`src/hw/rtl/sv39_page_table_walker_macros.svh`:
```
// ----------------------------------------------------------------------------
// sv39_page_table_walker_macros
// Assertion helpers used by the walker controller.
// ----------------------------------------------------------------------------
`ifndef SV39_PAGE_TABLE_WALKER_MACROS_SVH
`define SV39_PAGE_TABLE_WALKER_MACROS_SVH

// Same-cycle implication, disabled in reset
`define SV39_ASSERT_IMPL(label, clk, rst_n, a, b) \
    label: assert property (@(posedge clk) disable iff (!rst_n) (a) |-> (b)) \
        else $error("sv39 walker: same-cycle check failed");

// Next-cycle implication, disabled in reset
`define SV39_ASSERT_NEXT(label, clk, rst_n, a, b) \
    label: assert property (@(posedge clk) disable iff (!rst_n) (a) |=> (b)) \
        else $error("sv39 walker: next-cycle check failed");

`endif

```
`src/hw/rtl/sv39ptw_pkg.sv`:
```
// ----------------------------------------------------------------------------
// sv39ptw_pkg
// Types, codes and helpers for the Sv39 page table walker.
// ----------------------------------------------------------------------------
`timescale 1ns / 1ps

package sv39ptw_pkg;

    localparam int unsigned PPN_W   = 44;
    localparam int unsigned VA_W    = 39;
    localparam int unsigned PA_W    = 56;
    localparam int unsigned PTE_W   = 64;
    localparam int unsigned PGOFF_W = 12;
    localparam int unsigned VPN_W   = 9;
    localparam int unsigned LVL_W   = 2;

    // Input word kinds
    localparam logic CMD_TRANSLATE = 1'b0;
    localparam logic CMD_RESPONSE  = 1'b1;

    // Result word kinds
    localparam logic KIND_READ = 1'b0;
    localparam logic KIND_DONE = 1'b1;

    // Table levels
    localparam logic [LVL_W-1:0] LVL_0 = 2'd0;
    localparam logic [LVL_W-1:0] LVL_1 = 2'd1;
    localparam logic [LVL_W-1:0] LVL_2 = 2'd2;

    typedef struct packed {
        logic             cmd;
        logic [VA_W-1:0]  virt_addr;
        logic [PTE_W-1:0] mem_data;
    } in_word_t;

    typedef struct packed {
        logic             out_kind;
        logic [PA_W-1:0]  read_addr;
        logic             found;
        logic [PTE_W-1:0] leaf_entry;
        logic [PA_W-1:0]  leaf_entry_addr;
    } out_word_t;

    // Controller to datapath
    typedef struct packed {
        logic             start;
        logic             step;
        logic             done_hit;
        logic             done_miss;
        logic [LVL_W-1:0] next_level;
    } dp_cmd_t;

    // Datapath to controller
    typedef struct packed {
        logic is_resp;
        logic pte_valid;
    } dp_status_t;

    // Byte offset of the entry for one level inside its table
    function automatic logic [PGOFF_W-1:0] entry_offset(
        input logic [VA_W-1:0]  va,
        input logic [LVL_W-1:0] level
    );
        logic [VPN_W-1:0] vpn;
        case (level)
            LVL_0:   vpn = va[20:12];
            LVL_1:   vpn = va[29:21];
            LVL_2:   vpn = va[38:30];
            default: vpn = '0;
        endcase
        return {vpn, 3'b000};
    endfunction

endpackage

```
`src/hw/rtl/sv39_page_table_walker.sv`:
```
// ----------------------------------------------------------------------------
// sv39_page_table_walker: three-level Sv39 table walk over a memory port.
// Result: a result word is registered and presented in the cycle after its input word is taken.
// Throughput: 1 input word per cycle, set by the single result register: a new
//   word is taken only while that register is empty or being read out, so a
//   held result word stalls the input; a walk spans up to three read round trips.
// Reset: async active-low; idle, root table page number cleared to 0.
// ----------------------------------------------------------------------------
`timescale 1ns / 1ps

module sv39_page_table_walker
(
    input  logic                            clk,
    input  logic                            rst_n,
    input  logic                            cfg_valid,
    output logic                            cfg_ready,
    input  logic [sv39ptw_pkg::PPN_W-1:0]   cfg_data,
    input  logic                            in_valid,
    output logic                            in_ready,
    input  sv39ptw_pkg::in_word_t           in_data,
    output logic                            out_valid,
    input  logic                            out_ready,
    output sv39ptw_pkg::out_word_t          out_data
);

    sv39ptw_pkg::dp_cmd_t    cmd;
    sv39ptw_pkg::dp_status_t status;
    logic                    cfg_wr;

    // Register writes are always taken
    assign cfg_ready = 1'b1;
    assign cfg_wr    = cfg_valid && cfg_ready;

    sv39ptw_ctrl u_ctrl
    (
        .clk       (clk),
        .rst_n     (rst_n),
        .in_valid  (in_valid),
        .in_ready  (in_ready),
        .out_valid (out_valid),
        .out_ready (out_ready),
        .status    (status),
        .cmd       (cmd)
    );

    sv39ptw_dp u_dp
    (
        .clk      (clk),
        .rst_n    (rst_n),
        .cfg_wr   (cfg_wr),
        .cfg_data (cfg_data),
        .in_data  (in_data),
        .cmd      (cmd),
        .status   (status),
        .out_data (out_data)
    );

endmodule

```
`src/hw/rtl/sv39ptw_dp.sv`:
```
// ----------------------------------------------------------------------------
// sv39ptw_dp
// Walker datapath: root register, walk address state and result register.
// ----------------------------------------------------------------------------
`timescale 1ns / 1ps

module sv39ptw_dp
(
    input  logic                            clk,
    input  logic                            rst_n,
    input  logic                            cfg_wr,
    input  logic [sv39ptw_pkg::PPN_W-1:0]   cfg_data,
    input  sv39ptw_pkg::in_word_t           in_data,
    input  sv39ptw_pkg::dp_cmd_t            cmd,
    output sv39ptw_pkg::dp_status_t         status,
    output sv39ptw_pkg::out_word_t          out_data
);

    logic [sv39ptw_pkg::PPN_W-1:0] root_ppn_reg;
    logic [sv39ptw_pkg::VA_W-1:0]  vaddr_reg;
    logic [sv39ptw_pkg::PA_W-1:0]  entry_addr_reg;
    logic [sv39ptw_pkg::PA_W-1:0]  entry_addr_next;
    sv39ptw_pkg::out_word_t        out_reg;
    sv39ptw_pkg::out_word_t        out_next;
    logic [sv39ptw_pkg::PA_W-1:0]  base_addr;
    logic [sv39ptw_pkg::PGOFF_W-1:0] offset;

    // Report the word kind and the entry valid bit
    assign status.is_resp   = (in_data.cmd == sv39ptw_pkg::CMD_RESPONSE);
    assign status.pte_valid = in_data.mem_data[0];

    // Pick table base and entry offset for the next read
    always_comb
    begin
        if (cmd.start)
        begin
            base_addr = {root_ppn_reg, {sv39ptw_pkg::PGOFF_W{1'b0}}};
            offset    = sv39ptw_pkg::entry_offset(in_data.virt_addr, sv39ptw_pkg::LVL_2);
        end
        else
        begin
            base_addr = {in_data.mem_data[53:10], {sv39ptw_pkg::PGOFF_W{1'b0}}};
            offset    = sv39ptw_pkg::entry_offset(vaddr_reg, cmd.next_level);
        end
        entry_addr_next = base_addr + sv39ptw_pkg::PA_W'(offset);
    end

    // Build the result word
    always_comb
    begin
        out_next = '0;
        if (cmd.start || cmd.step)
        begin
            out_next.out_kind  = sv39ptw_pkg::KIND_READ;
            out_next.read_addr = entry_addr_next;
        end
        else
        begin
            out_next.out_kind = sv39ptw_pkg::KIND_DONE;
            if (cmd.done_hit)
            begin
                out_next.found           = 1'b1;
                out_next.leaf_entry      = in_data.mem_data;
                out_next.leaf_entry_addr = entry_addr_reg;
            end
        end
    end

    // Hold the root table page number
    always_ff @(posedge clk or negedge rst_n)
    begin
        if (!rst_n)
            root_ppn_reg <= '0;
        else if (cfg_wr)
            root_ppn_reg <= cfg_data;
    end

    // Track the walk address and load the result word
    always_ff @(posedge clk)
    begin
        if (cmd.start)
            vaddr_reg <= in_data.virt_addr;
        if (cmd.start || cmd.step)
            entry_addr_reg <= entry_addr_next;
        if (cmd.start || cmd.step || cmd.done_hit || cmd.done_miss)
            out_reg <= out_next;
    end

    assign out_data = out_reg;

endmodule

```
`src/hw/rtl/sv39ptw_ctrl.sv`:
```
// ----------------------------------------------------------------------------
// sv39ptw_ctrl
// Walker controller: walk level state machine and channel handshakes.
// ----------------------------------------------------------------------------
`timescale 1ns / 1ps

`include "sv39_page_table_walker_macros.svh"

module sv39ptw_ctrl
(
    input  logic                     clk,
    input  logic                     rst_n,
    input  logic                     in_valid,
    output logic                     in_ready,
    output logic                     out_valid,
    input  logic                     out_ready,
    input  sv39ptw_pkg::dp_status_t  status,
    output sv39ptw_pkg::dp_cmd_t     cmd
);

    localparam logic [1:0] ST_IDLE = 2'd0;
    localparam logic [1:0] ST_L2   = 2'd1;
    localparam logic [1:0] ST_L1   = 2'd2;
    localparam logic [1:0] ST_L0   = 2'd3;

    logic [1:0] state_reg;
    logic [1:0] state_next;
    logic       out_valid_reg;
    logic       out_valid_next;
    logic       in_fire;
    logic       load_out;

    // Take a new word while the result slot is empty or draining
    assign in_ready = !out_valid_reg || out_ready;
    assign in_fire  = in_valid && in_ready;

    // Decode the accepted word against the walk level
    always_comb
    begin
        cmd        = '0;
        state_next = state_reg;
        if (in_fire)
        begin
            unique case (state_reg)
                ST_IDLE:
                begin
                    if (!status.is_resp)
                    begin
                        cmd.start  = 1'b1;
                        state_next = ST_L2;
                    end
                end
                ST_L2, ST_L1, ST_L0:
                begin
                    if (status.is_resp)
                    begin
                        if (!status.pte_valid)
                        begin
                            cmd.done_miss = 1'b1;
                            state_next    = ST_IDLE;
                        end
                        else if (state_reg == ST_L0)
                        begin
                            cmd.done_hit = 1'b1;
                            state_next   = ST_IDLE;
                        end
                        else if (state_reg == ST_L2)
                        begin
                            cmd.step       = 1'b1;
                            cmd.next_level = sv39ptw_pkg::LVL_1;
                            state_next     = ST_L1;
                        end
                        else
                        begin
                            cmd.step       = 1'b1;
                            cmd.next_level = sv39ptw_pkg::LVL_0;
                            state_next     = ST_L0;
                        end
                    end
                end
                default:
                begin
                    state_next = ST_IDLE;
                end
            endcase
        end
    end

    // Set the result slot on load, drop it when taken
    assign load_out = cmd.start || cmd.step || cmd.done_hit || cmd.done_miss;

    always_comb
    begin
        if (load_out)
            out_valid_next = 1'b1;
        else if (out_ready)
            out_valid_next = 1'b0;
        else
            out_valid_next = out_valid_reg;
    end

    always_ff @(posedge clk or negedge rst_n)
    begin
        if (!rst_n)
        begin
            state_reg     <= ST_IDLE;
            out_valid_reg <= 1'b0;
        end
        else
        begin
            state_reg     <= state_next;
            out_valid_reg <= out_valid_next;
        end
    end

    assign out_valid = out_valid_reg;

    // Checks
    `SV39_ASSERT_NEXT(a_start_enters_l2, clk, rst_n,
        cmd.start, state_reg == ST_L2)
    `SV39_ASSERT_IMPL(a_hit_only_at_l0, clk, rst_n,
        cmd.done_hit, state_reg == ST_L0)
    `SV39_ASSERT_IMPL(a_idle_drops_response, clk, rst_n,
        in_fire && state_reg == ST_IDLE && status.is_resp, !load_out)
    `SV39_ASSERT_NEXT(a_load_shows_result, clk, rst_n,
        load_out, out_valid_reg)

endmodule

```
`config.mk`:
```
export PLATFORM = sky130hd
export DESIGN_NAME = sv39_page_table_walker
export DESIGN_NICKNAME = d
export VERILOG_FILES = /design/src/hw/rtl/sv39ptw_pkg.sv /design/src/hw/rtl/sv39_page_table_walker.sv /design/src/hw/rtl/sv39ptw_dp.sv /design/src/hw/rtl/sv39ptw_ctrl.sv
export VERILOG_INCLUDE_DIRS = /design/src /design/src/hw/rtl
export SDC_FILE = /design/constraint.sdc
export NUM_CORES = 1
export LEC_CHECK = 0
export BUFFER_PORTS_ARGS = -buffer_cell sky130_fd_sc_hd__buf_2
export CAP_MARGIN = 0
export CORE_MARGIN = 2
export CORE_UTILIZATION = 35
export DETAILED_ROUTE_END_ITERATION = 10
export PLACE_DENSITY = 0.54
export REMOVE_ABC_BUFFERS = 1
export SLEW_MARGIN = 20
export SYNTH_ARGS = -nofsm -noshare
export SYNTH_HDL_FRONTEND = slang
export SYNTH_SLANG_ARGS = --single-unit
```
`constraint.sdc`:
```
create_clock -name clk -period 29.7 [get_ports clk]
set_input_delay 7.425 -clock clk [delete_from_list [all_inputs] [get_ports clk]]
set_output_delay 7.425 -clock clk [all_outputs]
set_load 0.02 [all_outputs]
```
# Word-level counts from Yosys, hierarchy flattened

Cells that the tools add are included.

Output and inout bits: 181
Input bits: 153
Word-level logic and storage cells: 56
Register bits: 320

Eq/ne operators: 7
Reduce and logical (&&, ||, !) cells: 12
Bitwise logic cells: 1
Add/subtract/negate cells: 1
Multiplexer cells: 25

Operator list:

| kind                 | count |
|---|---|
| $mux W121            | 1 |
| $add A56 B12 Y56     | 1 |
| $mux W56             | 1 |
| $pmux W9 S3          | 1 |
| $mux W2              | 7 |
| $mux W12             | 1 |
| $mux W1              | 10 |
| $mux W5              | 2 |
| $eq A2 B2 Y1 const B | 3 |
| $mux W6              | 1 |
| $eq A2 B1 Y1 const B | 2 |
| $logic_not A2 Y1     | 2 |
| $logic_or A1 B1 Y1   | 4 |
| $ne A2 B2 Y1 const B | 2 |
| $pmux W2 S2          | 1 |
| $reduce_and A3 Y1    | 1 |
| $reduce_or A3 Y1     | 1 |
| $reduce_bool A2 Y1   | 1 |
| $reduce_or A2 Y1     | 1 |
| $logic_and A1 B1 Y1  | 1 |
| $logic_not A1 Y1     | 1 |
| $not A1 Y1           | 1 |

# Longest topological paths before layout

Word-level depth: 11
Gate-level depth with buffers: 8
Depth with buffers taken out: 5

# Modules after synthesis

Synthesis repeated with hierarchy kept, for this count alone.

Cells, all modules: 678
Area, all modules: 11664.9 um^2

Modules (own cells, without submodules):

| module                 | times used | area an instance (um^2) | cells each |
|---|---|---|---|
| sv39ptw_dp             | 1          | 11426.0                 | 648 |
| sv39ptw_ctrl           | 1          | 227.7                   | 28 |
| sv39_page_table_walker | 1          | 11.3                    | 2 |

# Least setup slack after synthesis

OpenSTA, ideal clock, no wires.

Path type: input-to-reg
Start: input out_ready
End: register u_dp.out_reg, in the netlist u_dp.out_data[100], enable pin
Arrival: 19865 ps
Path buffers: 1
Setup time: 941 ps
Stages: 4
Path slack: 8893 ps
Path through: nand2b_1 -> buf_2 -> nand3_4 -> o21ai_0

Word-level cells in the longest chain between the ends: 6

Ends and longest elaborated chain:

| item                            | RTL line                     | RTL |
|---|---|---|
| start, declared                 | sv39_page_table_walker.sv:22 | `input logic out_ready,` |
| $logic_or A1 B1 Y1 (*)          | sv39ptw_ctrl.sv:34           | `assign in_ready = !out_valid_reg \|\| out_ready;` |
| named net in_ready              | sv39_page_table_walker.sv:19 | `output logic in_ready,` |
| $logic_and A1 B1 Y1 (*)         | sv39ptw_ctrl.sv:35           | `assign in_fire = in_valid && in_ready;` |
| $mux W6 (*)                     | sv39ptw_ctrl.sv:42           | `if (in_fire)` |
| $logic_or A1 B1 Y1 (2 in a row) | n/a                          |  |
| $logic_or A1 B1 Y1 (*)          | n/a                          |  |
| named net u_ctrl.load_out       | sv39ptw_ctrl.sv:31           | `logic load_out;` |
| end signal, assigned            | sv39ptw_dp.sv:86             | `out_reg <= out_next;` |
| end, declared                   | sv39ptw_dp.sv:23             | `sv39ptw_pkg::out_word_t out_reg;` |

Mark *: on every way through the listed nets, which the timed path passes. The rest lies on a longest branch.
A chain may end at the register's enable or synchronous reset.

# Worst setup path after layout

Start: input out_ready
End: output in_ready

Word-level cells in the longest chain between the ends: 1

Ends and longest elaborated chain:

| item               | RTL line |
|---|---|
| $logic_or A1 B1 Y1 | sv39ptw_ctrl.sv:34 |
| end, declared      | sv39_page_table_walker.sv:19 |

Every way passes these cells.

==> flow_summary_export.csv <==
group,metric,value,unit
outcome,outcome,"finished, final reports clean",
synth,netlist_area,11200,µm²
sta,period_share,0.521,
clock_network,hold_buffers,0,
power,p_per_area,84.2,nW/µm²
finish,utilization,0.450,
route,vias,6852,
finish,areaGrowthSynthToFinish,26.8,%
critical_path,r2r-start,"u_ctrl.state_reg[1]$_DFFE_PN0P_",
job,cap_violations,0,
floorplan,die_h,183,µm
route,drt_first_pass_iters,4,
sta,fmax,64.7,MHz
sta,slew_viol_final,0,
power,power.leakage,5.83,nW
critical_path,path_cells,"buf_2 > nand2b_1 > buf_2",
critical_path,max_stage_delay,0.28,ns
synth,yosysWarnings,0,
route,post-route-drc-count,0,
finish,fin_area,14200,µm²
synth,synth_cells,741,
sta,hold_viol,0,
global_routing,grt_use_total,0.156,
power,switching_share,0.297,
finish,multiInputGateArea,2470,µm²
route,wire_per_inst,17.8,µm
critical_path,r2r_setup_slack,26.32,ns
clock_network,clock_latency,0.50,ns
clock_network,cts_buffers,34,
sta,max_slew_margin,0.340,
synth,synth_top_area_cell,"edfxtp_1",
critical_path,cp_data_required_time,22.27,ns
synth,ys_top_cells_by_area,"edfxtp_1, dfrtp_1, and2_1",
sta,setup_violations,0,
critical_path,critPathMostFrequentCell,"buf_2",
finish,instances_no_fill,1487,
sta,tightest_slew,0.990,ns
sta,tns,0,ns
placement,dpl_worst_slack,14.23,ns
clock_network,cts_tree,"built",
finish,final_nets,1212,
finish,num-fill-cells,2960,
route,ant_nets,0,
synth,synth_seq_cells,290,
min_path,holdCritStartpoint,"u_dp.root_ppn_reg[2]$_DFFE_PN0P_",
sta,whs,0.505,ns
critical_path,worstSetupStartpoint,"out_ready",
placement,hpwl,16.0,mm
power,combPwrFrac,0.200,
floorplan,rows,65,
power,pwr-share-clk,0.329,
clock_network,cts.clk_slew.worst_paths,0.06,ns
finish,regArea,8470,µm²
min_path,hold_class,"register to register",
floorplan,dieArea,33400,µm²
global_routing,grt_pass1_wl,39.6,mm
placement,place_inst,1425,
sta,clock-skew-final,0.0110,ns
clock_network,cts_max_level,2,
power,seqPwrFrac,0.471,
floorplan,die_x,183,µm
critical_path,start_kind,"input pin",
finish,drive_gt1_frac,0.401,
placement,dpl_cell_area,13100,µm²
clock_network,cts_max_path_buffers,3,
power,ir_drop,0.0912,mV
power,p_switching,0.354,mW
critical_path,crit_family,"buffers and inverters",
global_routing,grt_max_degree,173,
clock_network,root_buffer,"clkbuf_16",
global_routing,grt_pass1_vias,6851,
synth,synth_seq_area_share,0.759,
global_routing,grt-ovfl-total,0,
sta,post-route-min-period,15.47,ns
synth,synth_cell_type_count,34,
floorplan,core_area,31500,µm²
synth,yosys.area.top_type_share,0.653,
sta,setup_slack,14.23,ns
route,drt_iter0_markers,374,
floorplan,initial_core_util,0.355,
power,p_total,1.19,mW
global_routing,antenna_found_initial,4,
sta,rsz0062_at_grt,"no",
placement,gp_congestion,0.722,
route,drt-vias-per-instance,4.61,
placement,io_buffers,314,
route,routed_wirelength,26.4,mm
power,p_int,0.839,mW
critical_path,cp_max_fo,7,
clock_network,ctsResizeCount,0,
critical_path,cp-end-kind,"output pin",
critical_path,path_buf_inv,2,
synth,syn_area_per_cell,15.1,µm²
floorplan,ioPinCount,334,
finish,largest_register_ffs,172,
clock_network,post_cts_buffers,0,
critical_path,crit_slowest_cell,"nand2b_1",
critical_path,crit_type,"input pin to output pin",
critical_path,arrival,8.04,ns
clock_network,clock_sinks,290,
[Yosys cell counts]
cell and count:
a21oi_1 35, a21oi_2 8, a311oi_1 3, a311oi_2 6, a31oi_1 9, a31oi_4 1
and2_1 116, and3_1 1, and3b_1 1, and4_1 1, buf_1 1, buf_2 14
buf_4 8, buf_6 5, clkbuf_1 16, clkbuf_2 1, conb_1 2, dfrtp_1 47
edfxtp_1 243, inv_2 1, inv_4 1, mux2_2 46, nand2_1 147, nand2b_1 1
nand3_1 2, nand3_4 1, nand4_1 1, nor2_1 11, nor2_4 1, nor2b_1 5
nor3_2 1, o21ai_0 3, o31ai_1 1, xor2_1 1
[cells in the final DEF (no fill, tap or decap), types with 2 or more instances in the layout]
| cell type | count |
|---|---|
| nand2_1 | 147 |
| edfxtp_1 | 243 |
| nor2b_1 | 5 |
| nand3_4 | 2 |
| dfrtp_1 | 47 |
| a311oi_2 | 6 |
| a21oi_2 | 8 |
| clkinv_1 | 8 |
| a311oi_1 | 3 |
| clkbuf_16 | 35 |
| mux2_2 | 46 |
| a31oi_1 | 9 |
| and2_1 | 116 |
| clkbuf_8 | 4 |
| a21oi_1 | 35 |
| o21ai_0 | 2 |
| clkinv_2 | 3 |
| nor2_1 | 11 |
| clkbuf_1 | 8 |
| buf_2 | 314 |
| buf_4 | 6 |
| conb_1 | 7 |
[logic make-up (layout without fill, tap and decap cells)]
kind of cell,Yosys count,in the layout,synth area share
AOI/OAI and AO/OA,66,66,0.0413
xor gates and xnor gates,1,1,0.000784
buffers and inverters,47,385,0.0237
DFF,290,290,0.759
muxes,46,46,0.0464
other,2,8,0.000672
and+or+nand+nor,289,289,0.128
[routing by layer]
| metal | up-vias | routed length [µm] | GRT usage |
|---|---|---|---|
| met1 | 3294 | 11000 | 0.195 |
| met5 | - | 37 | 0 |
| li1 | 3265 | - | - |
| met3 | 47 | 2010 | 0.0467 |
| met2 | 240 | 12800 | 0.264 |
| met4 | 6 | 556 | 0.0435 |
[worst paths after layout]
path / to / depth (start not counted)
worst max register to register: u_dp.entry_addr_reg[54]$_DFFE_PP_ / 6
worst min register to register: u_dp.root_ppn_reg[2]$_DFFE_PN0P_ / 1
max in group asynchronous: u_dp.root_ppn_reg[41]$_DFFE_PN0P_ / 2
min in group asynchronous: u_dp.root_ppn_reg[29]$_DFFE_PN0P_ / 2
worst max-delay path: in_ready / 3
worst min-delay path: u_dp.root_ppn_reg[2]$_DFFE_PN0P_ / 1
[power by group through the flow]
stage                     Sequential [mW]  Combinational (mW)  Clock (mW)
after floorplan                     0.664              0.0793           0
after global placement              0.568               0.243           0
after detailed placement            0.570               0.245           0
after CTS                           0.562               0.245       0.406
after global routing                0.569               0.258       0.422
final                               0.562               0.239       0.392
[final cells by class]
type	count	area share
Sequential cell	290	0.598
Multi-Input combinational cell	409	0.175
Timing Repair Buffer	322	0.116
Clock buffer	47	0.0679
Tap cell	402	0.0355
Clock inverter	14	0.00645
Inverter	2	0.000707
Antenna cell	1	0.000177
(Power assumes the default switching activity.)
